--- config.mk ---
export PLATFORM = sky130hd
export DESIGN_NAME = glyph_coverage_over_blend
export DESIGN_NICKNAME = d
export VERILOG_FILES = /design/src/sv/gcob_pkg.sv /design/src/sv/gcob_div.sv /design/src/sv/glyph_coverage_over_blend.sv
export SDC_FILE = /design/constraint.sdc
export NUM_CORES = 2
export LEC_CHECK = 0
export BUFFER_PORTS_ARGS = -buffer_cell sky130_fd_sc_hd__buf_2
export CAP_MARGIN = 20
export CORE_UTILIZATION = 40
export CTS_CLUSTER_SIZE = 8
export DETAILED_ROUTE_END_ITERATION = 16
export PLACE_DENSITY = 0.53
export SLEW_MARGIN = 15
export SYNTH_ARGS = -nofsm -noshare
export SYNTH_HDL_FRONTEND = slang
export SYNTH_SLANG_ARGS = --single-unit
--- constraint.sdc ---
create_clock -name clk -period 11.4 [get_ports clk]
set_clock_uncertainty 0.1 [all_clocks]
set_input_delay 0.57 -clock clk [delete_from_list [all_inputs] [get_ports clk]]
set_output_delay 0.57 -clock clk [all_outputs]
set_load 0.005 [all_outputs]
--- src/sv/gcob_pkg.sv ---
// Shared types, register indexes and the divide-by-255 helper for the glyph blend.
package gcob_pkg;

    localparam int LANES = 3;

    localparam logic [1:0] REG_TEXT_RED   = 2'd0;
    localparam logic [1:0] REG_TEXT_GREEN = 2'd1;
    localparam logic [1:0] REG_TEXT_BLUE  = 2'd2;
    localparam logic [1:0] REG_TEXT_ALPHA = 2'd3;

    localparam logic [7:0] CHAN_MAX = 8'd255;

    // ceil(2^32 / 255); exact floor(x / 255) for every x below 2^24
    localparam logic [24:0] RECIP_255 = 25'd16843010;

    typedef logic [16:0] num_t;

    typedef struct packed {
        logic [7:0] red;
        logic [7:0] green;
        logic [7:0] blue;
        logic [7:0] alpha;
    } pixel_t;

    typedef struct packed {
        logic       bypass;
        pixel_t     dst;
        logic [7:0] out_alpha;
    } side_t;

    function automatic logic [15:0] div255(input logic [23:0] x);
        logic [48:0] prod;
        prod = 49'(x) * 49'(RECIP_255);
        return prod[47:32];
    endfunction

endpackage

--- src/sv/gcob_div.sv ---
// Pipelined saturating restoring divider for the three colour lanes, with final pixel select.
module gcob_div (
    input  logic               clk,
    input  logic               rst_n,
    input  logic               in_valid,
    output logic               in_ready,
    input  gcob_pkg::num_t     num [gcob_pkg::LANES],
    input  logic [7:0]         den,
    input  gcob_pkg::side_t    side,
    output logic               out_valid,
    input  logic               out_ready,
    output gcob_pkg::pixel_t   result
);

    // stage 0: overflow check, stages 1..3: two quotient bits each, stage 4: last two bits
    localparam int MID    = 4;
    localparam int STAGES = MID + 1;

    logic [STAGES-1:0] vld_reg;
    logic [STAGES-1:0] en;

    logic [15:0]           rem_reg  [MID][gcob_pkg::LANES];
    logic [15:0]           rem_next [MID][gcob_pkg::LANES];
    logic [7:0]            q_reg    [MID][gcob_pkg::LANES];
    logic [7:0]            q_next   [MID][gcob_pkg::LANES];
    logic                  sat_reg  [MID][gcob_pkg::LANES];
    logic                  sat_next [gcob_pkg::LANES];
    logic [7:0]            den_reg  [MID];
    gcob_pkg::side_t       side_reg [MID];
    gcob_pkg::pixel_t      res_reg;
    gcob_pkg::pixel_t      res_next;

    function automatic logic [23:0] step2(input logic [15:0] rem, input logic [7:0] q,
                                          input logic [7:0] d, input int hi);
        logic [15:0] r;
        logic [7:0]  qq;
        logic [15:0] sh;
        r  = rem;
        qq = q;
        for (int j = 0; j < 2; j++) begin
            sh = 16'(d) << (hi - j);
            if (r >= sh) begin
                r = r - sh;
                qq[hi - j] = 1'b1;
            end
        end
        return {r, qq};
    endfunction

    always_comb begin
        en[STAGES-1] = !vld_reg[STAGES-1] | out_ready;
        for (int s = STAGES - 2; s >= 0; s--) begin
            en[s] = !vld_reg[s] | en[s+1];
        end
    end

    assign in_ready  = en[0];
    assign out_valid = vld_reg[STAGES-1];
    assign result    = res_reg;

    always_comb begin
        logic [23:0] fin;
        logic [7:0]  lane_q [gcob_pkg::LANES];
        fin = '0;
        for (int l = 0; l < gcob_pkg::LANES; l++) begin
            // quotient above 255 when num reaches den * 256
            sat_next[l]    = num[l] >= {1'b0, den, 8'd0};
            rem_next[0][l] = num[l][15:0];
            q_next[0][l]   = '0;
            for (int s = 1; s < MID; s++) begin
                {rem_next[s][l], q_next[s][l]} =
                    step2(rem_reg[s-1][l], q_reg[s-1][l], den_reg[s-1], 9 - 2 * s);
            end
            fin       = step2(rem_reg[MID-1][l], q_reg[MID-1][l], den_reg[MID-1], 1);
            lane_q[l] = sat_reg[MID-1][l] ? gcob_pkg::CHAN_MAX : fin[7:0];
        end
        if (side_reg[MID-1].bypass) begin
            res_next = side_reg[MID-1].dst;
        end
        else begin
            res_next.red   = lane_q[0];
            res_next.green = lane_q[1];
            res_next.blue  = lane_q[2];
            res_next.alpha = side_reg[MID-1].out_alpha;
        end
    end

    always_ff @(posedge clk or negedge rst_n)
    begin
        if (!rst_n)
        begin
            vld_reg <= '0;
        end
        else
        begin
            if (en[0])
            begin
                vld_reg[0] <= in_valid;
            end
            for (int s = 1; s < STAGES; s++) begin
                if (en[s])
                begin
                    vld_reg[s] <= vld_reg[s-1];
                end
            end
        end
    end

    always_ff @(posedge clk)
    begin
        if (en[0])
        begin
            for (int l = 0; l < gcob_pkg::LANES; l++) begin
                rem_reg[0][l] <= rem_next[0][l];
                q_reg[0][l]   <= q_next[0][l];
                sat_reg[0][l] <= sat_next[l];
            end
            den_reg[0]  <= den;
            side_reg[0] <= side;
        end
        for (int s = 1; s < MID; s++) begin
            if (en[s])
            begin
                for (int l = 0; l < gcob_pkg::LANES; l++) begin
                    rem_reg[s][l] <= rem_next[s][l];
                    q_reg[s][l]   <= q_next[s][l];
                    sat_reg[s][l] <= sat_reg[s-1][l];
                end
                den_reg[s]  <= den_reg[s-1];
                side_reg[s] <= side_reg[s-1];
            end
        end
        if (en[STAGES-1])
        begin
            res_reg <= res_next;
        end
    end

endmodule

--- src/sv/glyph_coverage_over_blend.sv ---
// Top level: source-over blend of the text colour onto a pixel stream, weighted by glyph coverage.
//
//   channel   direction  handshake          payload
//   s_*       in         tvalid / tready    coverage, dst_red, dst_green, dst_blue, dst_alpha
//   m_*       out        tvalid / tready    out_red, out_green, out_blue, out_alpha
//   cfg_*     in         cfg_wen            text_red, text_green, text_blue, text_alpha
//
// One word per clock sustained while m_tready holds; eleven register stages: six arithmetic
// stages (alpha products, divides by 255, sums) and five divider stages (overflow check, then
// two quotient bits a stage) for the division by the output alpha.
// Reset clears every valid bit and sets the text colour registers to 255.
// Each stage holds its word until the next one frees up; bubbles close on a stall.
module glyph_coverage_over_blend (
    input  logic        clk,
    input  logic        rst_n,
    input  logic        s_tvalid,
    output logic        s_tready,
    input  logic [39:0] s_tdata,   // coverage, dst_red, dst_green, dst_blue, dst_alpha
    output logic        m_tvalid,
    input  logic        m_tready,
    output logic [31:0] m_tdata,   // out_red, out_green, out_blue, out_alpha
    input  logic        cfg_wen,
    input  logic [1:0]  cfg_index,
    input  logic [7:0]  cfg_wdata
);

    localparam int FSTG = 6;

    logic [7:0] text_red_reg;
    logic [7:0] text_green_reg;
    logic [7:0] text_blue_reg;
    logic [7:0] text_alpha_reg;
    logic [7:0] col [gcob_pkg::LANES];

    logic [FSTG-1:0] fvld_reg;
    logic [FSTG-1:0] en;
    logic            div_ready;

    gcob_pkg::pixel_t in_pix;

    // stage 0
    logic             cz0_reg;
    logic [15:0]      aprod0_reg;
    logic [15:0]      aprod0_next;
    gcob_pkg::pixel_t dst0_reg;
    // stage 1
    logic [7:0]       src1_reg;
    logic [7:0]       src1_next;
    logic [7:0]       inv1_reg;
    logic [7:0]       inv1_next;
    logic             cz1_reg;
    gcob_pkg::pixel_t dst1_reg;
    // stage 2
    logic [15:0]      pa2_reg;
    logic [15:0]      pa2_next;
    logic [15:0]      cs2_reg   [gcob_pkg::LANES];
    logic [15:0]      cs2_next  [gcob_pkg::LANES];
    logic [15:0]      dd2_reg   [gcob_pkg::LANES];
    logic [15:0]      dd2_next  [gcob_pkg::LANES];
    logic [7:0]       src2_reg;
    logic [7:0]       inv2_reg;
    logic             cz2_reg;
    gcob_pkg::pixel_t dst2_reg;
    // stage 3
    logic [7:0]       ta3_reg;
    logic [7:0]       ta3_next;
    logic [23:0]      dd3_reg   [gcob_pkg::LANES];
    logic [23:0]      dd3_next  [gcob_pkg::LANES];
    logic [15:0]      cs3_reg   [gcob_pkg::LANES];
    logic [7:0]       src3_reg;
    logic             cz3_reg;
    gcob_pkg::pixel_t dst3_reg;
    // stage 4
    logic [7:0]       oa4_reg;
    logic [7:0]       oa4_next;
    logic [15:0]      tc4_reg   [gcob_pkg::LANES];
    logic [15:0]      tc4_next  [gcob_pkg::LANES];
    logic [15:0]      cs4_reg   [gcob_pkg::LANES];
    logic             cz4_reg;
    gcob_pkg::pixel_t dst4_reg;
    // stage 5
    gcob_pkg::num_t   num5_reg  [gcob_pkg::LANES];
    gcob_pkg::num_t   num5_next [gcob_pkg::LANES];
    logic [7:0]       oa5_reg;
    logic             byp5_reg;
    logic             byp5_next;
    gcob_pkg::pixel_t dst5_reg;

    gcob_pkg::side_t  div_side;
    gcob_pkg::pixel_t res;

    always_ff @(posedge clk or negedge rst_n)
    begin
        if (!rst_n)
        begin
            text_red_reg   <= gcob_pkg::CHAN_MAX;
            text_green_reg <= gcob_pkg::CHAN_MAX;
            text_blue_reg  <= gcob_pkg::CHAN_MAX;
            text_alpha_reg <= gcob_pkg::CHAN_MAX;
        end
        else if (cfg_wen)
        begin
            case (cfg_index)
                gcob_pkg::REG_TEXT_RED:   text_red_reg   <= cfg_wdata;
                gcob_pkg::REG_TEXT_GREEN: text_green_reg <= cfg_wdata;
                gcob_pkg::REG_TEXT_BLUE:  text_blue_reg  <= cfg_wdata;
                gcob_pkg::REG_TEXT_ALPHA: text_alpha_reg <= cfg_wdata;
                default: ;
            endcase
        end
    end

    assign col[0] = text_red_reg;
    assign col[1] = text_green_reg;
    assign col[2] = text_blue_reg;

    assign in_pix.red   = s_tdata[15:8];
    assign in_pix.green = s_tdata[23:16];
    assign in_pix.blue  = s_tdata[31:24];
    assign in_pix.alpha = s_tdata[39:32];

    always_comb begin
        en[FSTG-1] = !fvld_reg[FSTG-1] | div_ready;
        for (int s = FSTG - 2; s >= 0; s--) begin
            en[s] = !fvld_reg[s] | en[s+1];
        end
    end

    assign s_tready = en[0];

    always_comb begin
        logic [8:0]  sum9;
        logic [15:0] src1_quo;
        logic [15:0] ta3_quo;
        aprod0_next = 16'(s_tdata[7:0]) * 16'(text_alpha_reg);
        src1_quo    = gcob_pkg::div255({8'd0, aprod0_reg});
        src1_next   = src1_quo[7:0];
        inv1_next   = gcob_pkg::CHAN_MAX - src1_next;
        pa2_next    = 16'(dst1_reg.alpha) * 16'(inv1_reg);
        ta3_quo     = gcob_pkg::div255({8'd0, pa2_reg});
        ta3_next    = ta3_quo[7:0];
        sum9        = {1'b0, src3_reg} + {1'b0, ta3_reg};
        oa4_next    = sum9[8] ? gcob_pkg::CHAN_MAX : sum9[7:0];
        byp5_next   = cz4_reg | (oa4_reg == 8'd0);
        for (int l = 0; l < gcob_pkg::LANES; l++) begin
            cs2_next[l]  = 16'(col[l]) * 16'(src1_reg);
            dd2_next[l]  = (l == 0) ? 16'(dst1_reg.red)   * 16'(dst1_reg.alpha) :
                           (l == 1) ? 16'(dst1_reg.green) * 16'(dst1_reg.alpha) :
                                      16'(dst1_reg.blue)  * 16'(dst1_reg.alpha);
            dd3_next[l]  = 24'(dd2_reg[l]) * 24'(inv2_reg);
            tc4_next[l]  = gcob_pkg::div255(dd3_reg[l]);
            num5_next[l] = 17'(cs4_reg[l]) + 17'(tc4_reg[l]);
        end
    end

    always_ff @(posedge clk or negedge rst_n)
    begin
        if (!rst_n)
        begin
            fvld_reg <= '0;
        end
        else
        begin
            if (en[0])
            begin
                fvld_reg[0] <= s_tvalid;
            end
            for (int s = 1; s < FSTG; s++) begin
                if (en[s])
                begin
                    fvld_reg[s] <= fvld_reg[s-1];
                end
            end
        end
    end

    always_ff @(posedge clk)
    begin
        if (en[0])
        begin
            cz0_reg    <= (s_tdata[7:0] == 8'd0);
            aprod0_reg <= aprod0_next;
            dst0_reg   <= in_pix;
        end
        if (en[1])
        begin
            src1_reg <= src1_next;
            inv1_reg <= inv1_next;
            cz1_reg  <= cz0_reg;
            dst1_reg <= dst0_reg;
        end
        if (en[2])
        begin
            pa2_reg  <= pa2_next;
            src2_reg <= src1_reg;
            inv2_reg <= inv1_reg;
            cz2_reg  <= cz1_reg;
            dst2_reg <= dst1_reg;
            for (int l = 0; l < gcob_pkg::LANES; l++) begin
                cs2_reg[l] <= cs2_next[l];
                dd2_reg[l] <= dd2_next[l];
            end
        end
        if (en[3])
        begin
            ta3_reg  <= ta3_next;
            src3_reg <= src2_reg;
            cz3_reg  <= cz2_reg;
            dst3_reg <= dst2_reg;
            for (int l = 0; l < gcob_pkg::LANES; l++) begin
                dd3_reg[l] <= dd3_next[l];
                cs3_reg[l] <= cs2_reg[l];
            end
        end
        if (en[4])
        begin
            oa4_reg  <= oa4_next;
            cz4_reg  <= cz3_reg;
            dst4_reg <= dst3_reg;
            for (int l = 0; l < gcob_pkg::LANES; l++) begin
                tc4_reg[l] <= tc4_next[l];
                cs4_reg[l] <= cs3_reg[l];
            end
        end
        if (en[5])
        begin
            oa5_reg  <= oa4_reg;
            byp5_reg <= byp5_next;
            dst5_reg <= dst4_reg;
            for (int l = 0; l < gcob_pkg::LANES; l++) begin
                num5_reg[l] <= num5_next[l];
            end
        end
    end

    assign div_side.bypass    = byp5_reg;
    assign div_side.dst       = dst5_reg;
    assign div_side.out_alpha = oa5_reg;

    gcob_div u_div (
        .clk       (clk),
        .rst_n     (rst_n),
        .in_valid  (fvld_reg[FSTG-1]),
        .in_ready  (div_ready),
        .num       (num5_reg),
        .den       (oa5_reg),
        .side      (div_side),
        .out_valid (m_tvalid),
        .out_ready (m_tready),
        .result    (res)
    );

    assign m_tdata = {res.alpha, res.blue, res.green, res.red};

endmodule

## Word-level counts from Yosys, hierarchy flattened

Memories as Yosys holds them, arrays and structs flattened.
Cells that the tools add are included.

- Memory bits (writable): 808
- Memories kept: 11
- Input bits: 55
- Register bits: 420
- Output and inout bits: 34

Memories:

| name | depth | bits a word | rd ports | clocked after memory_dff | write ports | line | text |
|---|---|---|---|---|---|---|---|
| u_div.rem_reg | 4 | 48 | 4 | 0 | 4 | gcob_div.sv:22 | `logic [15:0] rem_reg [MID][gcob_pkg::LANES];` |
| u_div.side_reg | 4 | 41 | 4 | 0 | 4 | gcob_div.sv:29 | `gcob_pkg::side_t side_reg [MID];` |
| u_div.q_reg | 4 | 24 | 4 | 0 | 4 | gcob_div.sv:24 | `logic [7:0] q_reg [MID][gcob_pkg::LANES];` |
| dd3_reg | 3 | 24 | 3 | 0 | 3 | glyph_coverage_over_blend.sv:67 | `logic [23:0] dd3_reg [gcob_pkg::LANES];` |
| cs2_reg | 3 | 16 | 3 | 0 | 3 | glyph_coverage_over_blend.sv:56 | `logic [15:0] cs2_reg [gcob_pkg::LANES];` |
| cs3_reg | 3 | 16 | 3 | 0 | 3 | glyph_coverage_over_blend.sv:69 | `logic [15:0] cs3_reg [gcob_pkg::LANES];` |
| +5 memories | -- | -- | -- | -- | -- | -- |  |

- $add $sub $neg: 26
- Mux-type cells: 63
- $lt $le $gt $ge: 27
- Reductions and logical operators: 18
- Eq/ne operators: 3
- Bitwise logic cells: 12
- $mul: 16

Operators with widths:

| operator | count |
|---|---|
| 16-bit two-way mux | 21 |
| 24-bit by 24-bit multiplier with 47-bit output, second input constant | 3 |
| 8-bit by 8-bit multiplier with 16-bit output | 8 |
| 16-bit by 24-bit multiplier with 39-bit output, second input constant | 2 |
| 16-bit by 8-bit multiplier with 24-bit output | 3 |
| 16-bit by 16-bit adder with 17-bit output | 3 |
| 17-bit by 16-bit >= comparator with 1-bit output | 3 |
| 16-bit by 10-bit >= comparator with 1-bit output | 3 |
| 16-bit by 11-bit >= comparator with 1-bit output | 3 |
| 16-bit by 12-bit >= comparator with 1-bit output | 3 |
| 16-bit by 13-bit >= comparator with 1-bit output | 3 |
| 16-bit by 14-bit >= comparator with 1-bit output | 3 |
| 16-bit by 15-bit >= comparator with 1-bit output | 3 |
| 16-bit by 8-bit >= comparator with 1-bit output | 3 |
| 16-bit by 9-bit >= comparator with 1-bit output | 3 |
| 16-bit by 10-bit subtractor with 16-bit output | 3 |
| 16-bit by 11-bit subtractor with 16-bit output | 3 |
| 16-bit by 12-bit subtractor with 16-bit output | 3 |
| 16-bit by 13-bit subtractor with 16-bit output | 3 |
| 16-bit by 14-bit subtractor with 16-bit output | 3 |
| 16-bit by 15-bit subtractor with 16-bit output | 3 |
| 16-bit by 9-bit subtractor with 16-bit output | 3 |
| 1-bit two-way mux | 38 |
| 32-bit two-way mux | 1 |
| other kinds (10) | 38 |

## Longest topological paths before layout

- Depth in word-level cells: 12
- Mapped depth: 27
- Mapped depth without buffers: 24

## By module

A second synthesis with hierarchy kept.

- Cells, all modules: 8048
- Area, all modules: 91242.5 um2

By module, submodules not included:

| module | cells an instance | seq. area each (um2) | area each (um2) | instances |
|---|---|---|---|---|
| glyph_coverage_over_blend | 5741 | 20719.9 | 64181.6 | 1 |
| gcob_div | 2307 | 14178.6 | 27061.0 | 1 |

## Worst setup path after synthesis

OpenSTA, ideal clock, no wires.

- Path type: in2reg
- Start: input port m_tready
- End: memory cs2_reg[0][0], enable pin
- Arrival time: 9.426 ns
- Cell stages on the path: 6
- Setup slack: 0.538 ns
- Buffers on the path: 0
- Cells stage by stage: nor2b_1 -> and2_1 -> and3_1 -> nand4_1 -> nor2_1 -> nand2_1

RTL lines:

| what | line | text |
|---|---|---|
| start: declaration | glyph_coverage_over_blend.sv:20 | `input logic m_tready,` |
| end: declaration | glyph_coverage_over_blend.sv:56 |  |

==> metrics.txt <==
# TYPE chip_impl_metric gauge
chip_impl_info{name="status",value="completed"} 1
chip_impl_metric{name="async_flop_share",unit=""} 0.0379
chip_impl_metric{name="timing.setup.tns",unit="ns"} 0
chip_impl_metric{name="timing.final.setup_violations",unit=""} 0
chip_impl_metric{name="layout_stage_area_growth_over_the_synthesis_result",unit="%"} 10.3
chip_impl_metric{name="worst_setup_hold_path_clk_slew",unit="ns"} 0.05
chip_impl_metric{name="die_w",unit="µm"} 473
chip_impl_metric{name="num_vias",unit=""} 55000
chip_impl_metric{name="antenna_violating_nets_post_route",unit=""} 0
chip_impl_metric{name="design.die.area",unit="mm²"} 0.223
chip_impl_metric{name="grt_start_max_net_pins",unit=""} 72
chip_impl_info{name="cpLargestDelayFamily",value="compound AO/OA/AOI/OAI gates"} 1
chip_impl_metric{name="detailedPlacementHpwl",unit="mm"} 151
chip_impl_metric{name="seq_area_frac_synth",unit=""} 0.383
chip_impl_info{name="cp_common_cell",value="sky130_fd_sc_hd__o21ai_0"} 1
chip_impl_metric{name="core_area",unit="mm²"} 0.220
chip_impl_metric{name="cts_max_path_buffers",unit=""} 3
chip_impl_metric{name="route.final.wire_length",unit="mm"} 193
chip_impl_metric{name="synth_nets",unit=""} 9845
chip_impl_metric{name="pins_over_slew_limit",unit=""} 0
chip_impl_metric{name="drive_above_1_share",unit=""} 0.0634
chip_impl_metric{name="chipHeight",unit="µm"} 473
chip_impl_metric{name="largest_register_ff_count",unit=""} 192
chip_impl_metric{name="avgRoutedWirePerCell",unit="µm"} 17.5
chip_impl_metric{name="layout_min_cycle_time",unit="ns"} 6.53
chip_impl_metric{name="grt_pass1_wl",unit="mm"} 311
chip_impl_info{name="synthDominantAreaCellType",value="sky130_fd_sc_hd__edfxtp_1"} 1
chip_impl_metric{name="first_global_vias",unit=""} 57300
chip_impl_metric{name="number_of_flip_flops_and_latches_in_the_synthesized_netlist",unit=""} 1136
chip_impl_metric{name="fin_worst_hold_slack",unit="ns"} 0.0482
chip_impl_metric{name="num_rows",unit=""} 172
chip_impl_metric{name="finalHoldViolCount",unit=""} 0
chip_impl_metric{name="post-route-period-util",unit=""} 0.573
chip_impl_info{name="min-delay-path-class",value="input pin to register"} 1
chip_impl_metric{name="drc",unit=""} 0
chip_impl_info{name="synth_ff_type",value="sky130_fd_sc_hd__edfxtp_1"} 1
chip_impl_metric{name="cts_inserted_buffers",unit=""} 167
chip_impl_metric{name="netlist.area_leader.share",unit=""} 0.371
chip_impl_metric{name="final_nets",unit=""} 10000
chip_impl_metric{name="cap_violations",unit=""} 0
chip_impl_metric{name="detailedPlace.worstSlack",unit="ns"} 4.87
chip_impl_metric{name="grt_overflow",unit=""} 0
chip_impl_metric{name="clk_latency",unit="ns"} 0.81
chip_impl_info{name="tritoncts_clock_tree",value="built"} 1
chip_impl_info{name="ctsRootBufferMaster",value="sky130_fd_sc_hd__clkbuf_16"} 1
chip_impl_metric{name="post_synth_num_cell_types",unit=""} 98
chip_impl_metric{name="grt_antenna_before_repair",unit=""} 13
chip_impl_metric{name="synth-edff-count",unit=""} 1093
chip_impl_metric{name="timing.critical_path.slowest_cell_delay",unit="ns"} 0.74
chip_impl_metric{name="post_synth_inst_count",unit=""} 7825
chip_impl_info{name="crit_type",value="register to register"} 1
chip_impl_metric{name="max_freq",unit="GHz"} 0.153
chip_impl_metric{name="setup_ws",unit="ns"} 4.87
chip_impl_metric{name="worstMarginPinSlew",unit="ns"} 1.09
chip_impl_metric{name="routabilityCongestion",unit=""} 0.854
chip_impl_info{name="synth_common_cells",value="1350 x sky130_fd_sc_hd__ha_1, 1187 x sky130_fd_sc_hd__inv_1, 1093 x sky130_fd_sc_hd__edfxtp_1"} 1
chip_impl_metric{name="cts_num_sinks",unit=""} 1136
chip_impl_metric{name="portBuffers",unit=""} 88
chip_impl_metric{name="postSynthAreaPerCell",unit="µm²"} 11.3
chip_impl_metric{name="drt_first_pass_iters",unit=""} 8
chip_impl_metric{name="clock_h_tree_levels",unit=""} 4
chip_impl_metric{name="track_usage",unit=""} 0.176
chip_impl_metric{name="crit_buf_inv",unit=""} 1
chip_impl_info{name="post-synth-top-count-cell",value="sky130_fd_sc_hd__ha_1"} 1
chip_impl_metric{name="floorplan.io_pins",unit=""} 89
chip_impl_info{name="grt_setup_unrepaired",value="no"} 1
chip_impl_metric{name="routed_via_density",unit=""} 4.98
chip_impl_metric{name="ys.warnings.count",unit=""} 0
chip_impl_metric{name="floorplan.initialDensity",unit=""} 0.403
chip_impl_metric{name="crit_path_max_fanout",unit=""} 17
chip_impl_metric{name="drt_iter0_drc",unit=""} 2367
chip_impl_metric{name="data_arrival_critical_path",unit="ns"} 6.99
chip_impl_info{name="worst_setup_path_start_kind",value="register"} 1
chip_impl_info{name="ys_top_cells_by_area",value="sky130_fd_sc_hd__edfxtp_1 37%, sky130_fd_sc_hd__ha_1 19%, sky130_fd_sc_hd__fa_1 14%"} 1
chip_impl_info{name="critical_path.cell_chain",value="inv_1, ha_1, nor2b_1, o21ai_0, a21boi_0, o21ai_0, a21boi_0, o21ai_0, a21boi_0, or2_2, mux2_2, ha_1, nand2_1, nand2_1, a21oi_1, o21ai_0, a21oi_1, o21bai_1, a21oi_1, o211ai_1, a211oi_2, mux2_2"} 1
chip_impl_metric{name="worst-endpoint-required",unit="ns"} 11.85
chip_impl_info{name="cp-end-kind",value="register"} 1
chip_impl_metric{name="postCtsSetupRepairBufs",unit=""} 0
chip_impl_metric{name="mappedNetlistArea",unit="mm²"} 0.0886
chip_impl_info{name="critPathSlowestCell",value="sky130_fd_sc_hd__a211oi_2"} 1
chip_impl_metric{name="max_slew_margin",unit=""} 0.275
==> kinds of logic after synthesis <==
group,count (synthesis),synth area share
simple gates,1953,0.113
buf+inv,1328,0.0567
fa+ha+maj,1965,0.330
xor+xnor,329,0.0325
compound gates,994,0.0701
flops,1136,0.383
mux,120,0.0150
==> through the flow <==
step | utilization | instances | area, µm²
floorplan | - | 7825 | 88600
global placement | 0.421 | 10800 | 92500
detailed placement | 0.421 | 10800 | 92500
CTS | 0.444 | 11000 | 97700
global route | 0.444 | 11000 | 97700
finish | 0.444 | 11000 | 97700
==> routing by layer <==
layer | track usage | share of wire
met1 | 0.242 | 0.48
met2 | 0.291 | 0.46
met3 | 0.0232 | 0.034
met4 | 0.0447 | 0.022
met5 | 0 | 0
==> what timing repair did <==
| action | CTS | global route |
|---|---|---|
| gates resized for setup | 0 | 0 |
| hold buffers | 39 | 0 |
| endpoints found under the hold margin | 63 | 0 |
==> worst reg2reg max path, stage by stage, from the launching register on <==
cell,delay [ns]
sky130_fd_sc_hd__edfxtp_1,0.41
sky130_fd_sc_hd__inv_1,0.50
sky130_fd_sc_hd__ha_1,0.26
sky130_fd_sc_hd__nor2b_1,0.12
sky130_fd_sc_hd__o21ai_0,0.10
sky130_fd_sc_hd__a21boi_0,0.24
sky130_fd_sc_hd__o21ai_0,0.14
sky130_fd_sc_hd__a21boi_0,0.26
sky130_fd_sc_hd__o21ai_0,0.14
sky130_fd_sc_hd__a21boi_0,0.58
sky130_fd_sc_hd__or2_2,0.37
sky130_fd_sc_hd__mux2_2,0.39
sky130_fd_sc_hd__ha_1,0.33
sky130_fd_sc_hd__nand2_1,0.09
sky130_fd_sc_hd__nand2_1,0.05
sky130_fd_sc_hd__a21oi_1,0.21
sky130_fd_sc_hd__o21ai_0,0.12
sky130_fd_sc_hd__a21oi_1,0.24
sky130_fd_sc_hd__o21bai_1,0.09
sky130_fd_sc_hd__a21oi_1,0.22
sky130_fd_sc_hd__o211ai_1,0.16
sky130_fd_sc_hd__a211oi_2,0.74
sky130_fd_sc_hd__mux2_2,0.41
==> cell type report <==
type,instances,area (µm²)
well taps,2958,3700
clock buffers,191,4270
repair buffers,168,1140
flip-flops and latches,1136,33900
diodes,3,7.51
multi-input cells,5361,49600
inverters,1190,4480
fillers,20600,122000
clock inverters,32,517
==> cell usage in the layout (no fill, tap or decap), types with 60 or more instances in the layout <==
cell,count
sky130_fd_sc_hd__o21ai_0,259
sky130_fd_sc_hd__nand2_1,565
sky130_fd_sc_hd__a21oi_1,305
sky130_fd_sc_hd__xnor2_1,253
sky130_fd_sc_hd__clkbuf_16,167
sky130_fd_sc_hd__nor2b_1,74
sky130_fd_sc_hd__mux2_2,95
sky130_fd_sc_hd__nor2_1,322
sky130_fd_sc_hd__xor2_1,76
sky130_fd_sc_hd__a21boi_0,60
sky130_fd_sc_hd__ha_1,1350
sky130_fd_sc_hd__edfxtp_1,1093
sky130_fd_sc_hd__nand2b_1,73
sky130_fd_sc_hd__buf_2,88
sky130_fd_sc_hd__fa_1,615
sky130_fd_sc_hd__a21o_1,112
sky130_fd_sc_hd__inv_1,1184
sky130_fd_sc_hd__and2_1,610
==> worst paths after layout <==
check	slack, ns	start	to	cells after the start
worst max-delay path	4.87	u_div.side_reg[0][1]	u_div.rem_reg[0][71]	22
worst min-delay path	0.05	cfg_wdata[2]	text_blue_reg[2]	2
worst max register to register	4.87	u_div.side_reg[0][1]	u_div.rem_reg[0][71]	22
worst min register to register	0.29	dst0_reg[8]	dst1_reg[8]	0
max in group asynchronous	10.38	rst_n	u_div.vld_reg[2]	3
min in group asynchronous	0.34	rst_n	fvld_reg[2]	3
Power is left out: the tool's default activity adds up to more than one toggle a clock period on the data nets, which glitch-free logic cannot reach.
